### src/rtl/wkpq_pkg.sv
package wkpq_pkg;
  localparam int Capacity = 64;
  localparam int IdxW = $clog2(Capacity);
  localparam int CntW = $clog2(Capacity + 1);
  localparam logic [15:0] HalfOne = 16'd16384;
  localparam int QW = 15;

  localparam logic [1:0] ST_OK = 2'd0;
  localparam logic [1:0] ST_FULL = 2'd1;
  localparam logic [1:0] ST_EMPTY = 2'd2;

  localparam logic CFG_MAX_GRADE = 1'b0;
  localparam logic CFG_TOTAL_COURSES = 1'b1;

  typedef enum logic [2:0] {
    S_IDLE, S_DIV, S_INSERT, S_REMOVE, S_OUT
  } state_t;

  typedef struct packed {
    logic load;
    logic div_step;
    logic insert;
    logic remove;
    logic out_load;
    logic [1:0] status;
  } cmd_t;

  typedef struct packed {
    logic is_deq;
    logic full;
    logic empty;
    logic div_done;
  } sts_t;
endpackage

### src/rtl/wkpq_ctrl.sv
module wkpq_ctrl (
  input  logic clk,
  input  logic rst_n,
  input  logic in_tvalid,
  output logic in_tready,
  output logic out_tvalid,
  input  logic out_tready,
  input  wkpq_pkg::sts_t sts,
  output wkpq_pkg::cmd_t cmd
);
  import wkpq_pkg::*;

  state_t state_r, state_nxt;
  logic ov_r, ov_nxt;
  logic [1:0] st_r, st_nxt;

  always_comb begin
    state_nxt = state_r;
    st_nxt = st_r;
    unique case (state_r)
      S_IDLE: if (in_tvalid && in_tready) state_nxt = S_DIV;
      S_DIV: begin
        if (sts.is_deq) begin
          state_nxt = sts.empty ? S_OUT : S_REMOVE;
          st_nxt = sts.empty ? ST_EMPTY : ST_OK;
        end else if (sts.full) begin
          state_nxt = S_OUT;
          st_nxt = ST_FULL;
        end else if (sts.div_done) begin
          state_nxt = S_INSERT;
          st_nxt = ST_OK;
        end
      end
      S_INSERT: state_nxt = S_OUT;
      S_REMOVE: state_nxt = S_OUT;
      S_OUT: state_nxt = S_IDLE;
      default: state_nxt = S_IDLE;
    endcase
  end

  always_comb begin
    cmd = '0;
    cmd.status = st_r;
    in_tready = 1'b0;
    unique case (state_r)
      S_IDLE: begin
        in_tready = !ov_r || out_tready;
        cmd.load = in_tvalid && in_tready;
      end
      S_DIV: cmd.div_step = 1'b1;
      S_INSERT: cmd.insert = 1'b1;
      S_REMOVE: cmd.remove = 1'b1;
      S_OUT: cmd.out_load = 1'b1;
      default: ;
    endcase
    ov_nxt = ov_r;
    if (out_tready) ov_nxt = 1'b0;
    if (cmd.out_load) ov_nxt = 1'b1;
  end

  assign out_tvalid = ov_r;

  always_ff @(posedge clk) begin
    if (!rst_n) begin
      state_r <= S_IDLE;
      ov_r <= 1'b0;
      st_r <= ST_OK;
    end else begin
      state_r <= state_nxt;
      ov_r <= ov_nxt;
      st_r <= st_nxt;
    end
  end

  a_ready_idle: assert property (@(posedge clk) disable iff (!rst_n)
    in_tready |-> state_r == S_IDLE) else $error("ready outside idle");
  a_out_free: assert property (@(posedge clk) disable iff (!rst_n)
    cmd.out_load |-> !ov_r) else $error("result overwritten");
  a_load_div: assert property (@(posedge clk) disable iff (!rst_n)
    cmd.load |=> state_r == S_DIV) else $error("load lost");
endmodule

### config.mk
export PLATFORM = sky130hd
export DESIGN_NAME = wkpq_ctrl
export DESIGN_NICKNAME = d
export VERILOG_FILES = /design/src/rtl/wkpq_pkg.sv /design/src/rtl/wkpq_ctrl.sv
export SDC_FILE = /design/constraint.sdc
export NUM_CORES = 1
export LEC_CHECK = 0
export BUFFER_PORTS_ARGS = -buffer_cell sky130_fd_sc_hd__buf_2
export CORE_AREA = 2 2 39 41
export CTS_BUF_LIST = sky130_fd_sc_hd__clkbuf_16
export DETAILED_ROUTE_END_ITERATION = 12
export DIE_AREA = 0 0 41 43
export MAX_ROUTING_LAYER = met4
export SYNTH_ARGS = -nofsm -noshare
export SYNTH_HDL_FRONTEND = slang
export SYNTH_SLANG_ARGS = --single-unit
export TNS_END_PERCENT = 50
### constraint.sdc
create_clock -name clk -period 1.47 [get_ports clk]
set_input_delay 0.147 -clock clk [delete_from_list [all_inputs] [get_ports clk]]
set_output_delay 0.147 -clock clk [all_outputs]
set_load 0.02 [all_outputs]
==> results.md <==
- Dominant cells by area after synthesis: sky130_fd_sc_hd__dfxtp_1, sky130_fd_sc_hd__nor4b_4, sky130_fd_sc_hd__nor3b_1
- Insertion delay to the later sink of the worst-skew pair: 0.22 ns
- Initial Util: 25.1%
- Reg clk slew, reported paths: 0.03 ns
- Via-to-Cell Ratio: 4.66
- Clock skew after layout: 0.000770 ns
- Arrival time of data at the critical path endpoint: 1.24 ns
- P&R area growth vs syn: 45.7%
- Die Footprint: 1760 um^2
- Core area: 1380 um^2
- Drt pass-1 iters: 4
- Post-synthesis area per instance: 9.15 um^2
- Setup Viol. Count Final: 0
- Library cell with the largest summed area after synthesis: sky130_fd_sc_hd__dfxtp_1
- Number of global-route vias before repair: 278
- Number of maximum-capacitance violations: 0
- Period utilization: 94.0%
- Number of nets with antenna violations after routing: 0
- Total half-perimeter wirelength after legalization and detailed placement: 539 um
- Class of the tightest hold or removal check: input port to register
- Total congestion overflow: 0
- Layout cells sized above 1: 45.5%
- Max Fclk: 0.723 GHz
- Count of distinct cell types in the synthesized netlist: 25
- Worst max-slew margin expressed relative to the limit: 78.2%
- Final net count: 65
- Transition time at the pin with the least slew margin: 0.325 ns
- Final hold vios: 0
- Wire length after detailed routing: 709 um
- Critical Path Sink Type: output port
- Clock tree from TritonCTS: built
- Maximum number of pins on one net before global-route repair: 9
- Average wire per cell in the routed design: 9.99 um
- Mapped Cells: 38
- Clock root buffer master: sky130_fd_sc_hd__clkbuf_16
- Worst Hold Margin: 0.214 ns
- Boundary Pins: 17
- Clk sinks: 6
- Shortest period the worst path allows: 1.38 ns
- Remaining DRCs: 0
- Number of enable-type register cells in the synthesized netlist: 0
- Die span in y: 43 um
- Sequential fraction of the synthesis area: 34.5%
- Synthesis-stage register bit count: 6
- Number of buffers inserted during clock tree synthesis: 3
- Required @ worst endpoint: 1.32 ns
- Sum of internal, switching and leakage power: 0.000729 W
- Kind of critical path: register to output port
- Global-route wire length before repair: 1100 um
- Setup TNS: 0 ns
- Prevailing post-synth register cell: sky130_fd_sc_hd__dfxtp_1
- Synth Warn #: 0
- Number of buffer cells added on primary ports: 16
- Register-to-Register Setup Slack: 0.29 ns
- Inserted Diodes: 0
- Number of buffers on the longest clock path: 2
- GRT Util Overall: 9.96%
- Share of flip-flops with an asynchronous set or reset: 0%
- RSZ-0062 raised after global routing: no
- Gp weighted congestion: 0.623
- Critical Path Start Type: register
- Leak: 0.236 nW
- Crit path max fanout: 7
- Number of DRC violations after detailed-routing iteration 0: 13
- Setup fix buffers added after clock tree synthesis: 0
- H-Tree Depth: 1
- Total count of max-transition violations in the final report: 0
- Die X: 41 um
- Areal power density over the cells: 1440 nW/um^2
- Most frequent cells in the layout: sky130_fd_sc_hd__buf_2, sky130_fd_sc_hd__dfxtp_1
- Std-Cell Rows: 14
- Maximum vdd drop: 0.449 mV
- Number of antenna violations at the first check in global routing: 0
- Proportion of netlist area held by the largest area contributor: 34.5%
- Post-Synthesis Cell Area: 348 um^2
- Synthesized netlist net count: 46
- Via count of the routed design: 331
- Result of the run: complete, no violations
- Commonest non-fill, non-tap cell in the layout: sky130_fd_sc_hd__buf_2
## through the flow
stage                     setup slack, ns  utilization, %  cells  area [um^2]
after floorplan                     0.170               -     38          348
after global placement              0.227            31.0     68          429
after detailed placement            0.199            31.0     68          429
after CTS                          0.0771            36.6     71          507
after global routing               0.0313            36.6     71          507
final                              0.0875            36.6     71          507
## worst max-delay path, stage by stage (launching register included)
cell	delay (ns)
sky130_fd_sc_hd__dfxtp_1	0.35
sky130_fd_sc_hd__or3b_4	0.46
sky130_fd_sc_hd__inv_2	0.06
sky130_fd_sc_hd__buf_2	0.15
## repair_timing
action	4_1_cts	5_1_grt
setup endpoints to repair	1	0
gates resized for setup	1	0
hold buffers	0	0
## flip-flops by register name (all words and copies together), names as in the netlist
signal	count
out_tvalid	1
st_r	2
state_r	3
## area by class of cell
cell class	instances	area (um^2)
repair buffers	17	87.6
well taps	16	20.0
clock buffers	3	75.1
inverters	2	7.51
multi-input cells	27	196
fillers	153	877
flip-flops and latches	6	120
## synthesized netlist by cell type, types with 2 or more instances
cell type and instances:
sky130_fd_sc_hd__buf_4 2, sky130_fd_sc_hd__a21oi_1 3, sky130_fd_sc_hd__dfxtp_1 6, sky130_fd_sc_hd__nor3b_1 3, sky130_fd_sc_hd__nand2_1 2, sky130_fd_sc_hd__nor2_1 3
## logic make-up after synthesis
group	after synthesis	share of synthesized area, %
flops	6	34.5
simple gates	18	38.5
buf+inv	5	9.71
mux	1	3.24
compound gates	8	14.0
## where the power goes
part / leakage [nW] / switching (W) / internal, W
clock: 0.0370 / 0.0000826 / 0.000348
sequential: 0.0489 / 0.00000729 / 0.000174
combinational: 0.150 / 0.0000666 / 0.0000506
total: 0.236 / 0.000156 / 0.000572
## path summary, 6_finish.rpt
kind | start | cells past startpoint | end
setup / recovery | state_r[1]$_SDFFE_PN0P_ | 3 | cmd[5]
hold / removal | sts[2] | 3 | st_r[0]$_SDFFE_PN0P_
setup reg to reg | state_r[1]$_SDFFE_PN0P_ | 3 | st_r[0]$_SDFFE_PN0P_
hold reg to reg | st_r[1]$_SDFFE_PN0P_ | 2 | st_r[1]$_SDFFE_PN0P_
## routing by layer
layer	GRT usage (%)	up-vias	part of all wire, %
met5	-	-	0
met1	12.8	141	45
li1	-	171	-
met3	4.71	2	11
met4	8.00	0	1.6
met2	11.3	17	42
Power figures use the tool's default switching activity.
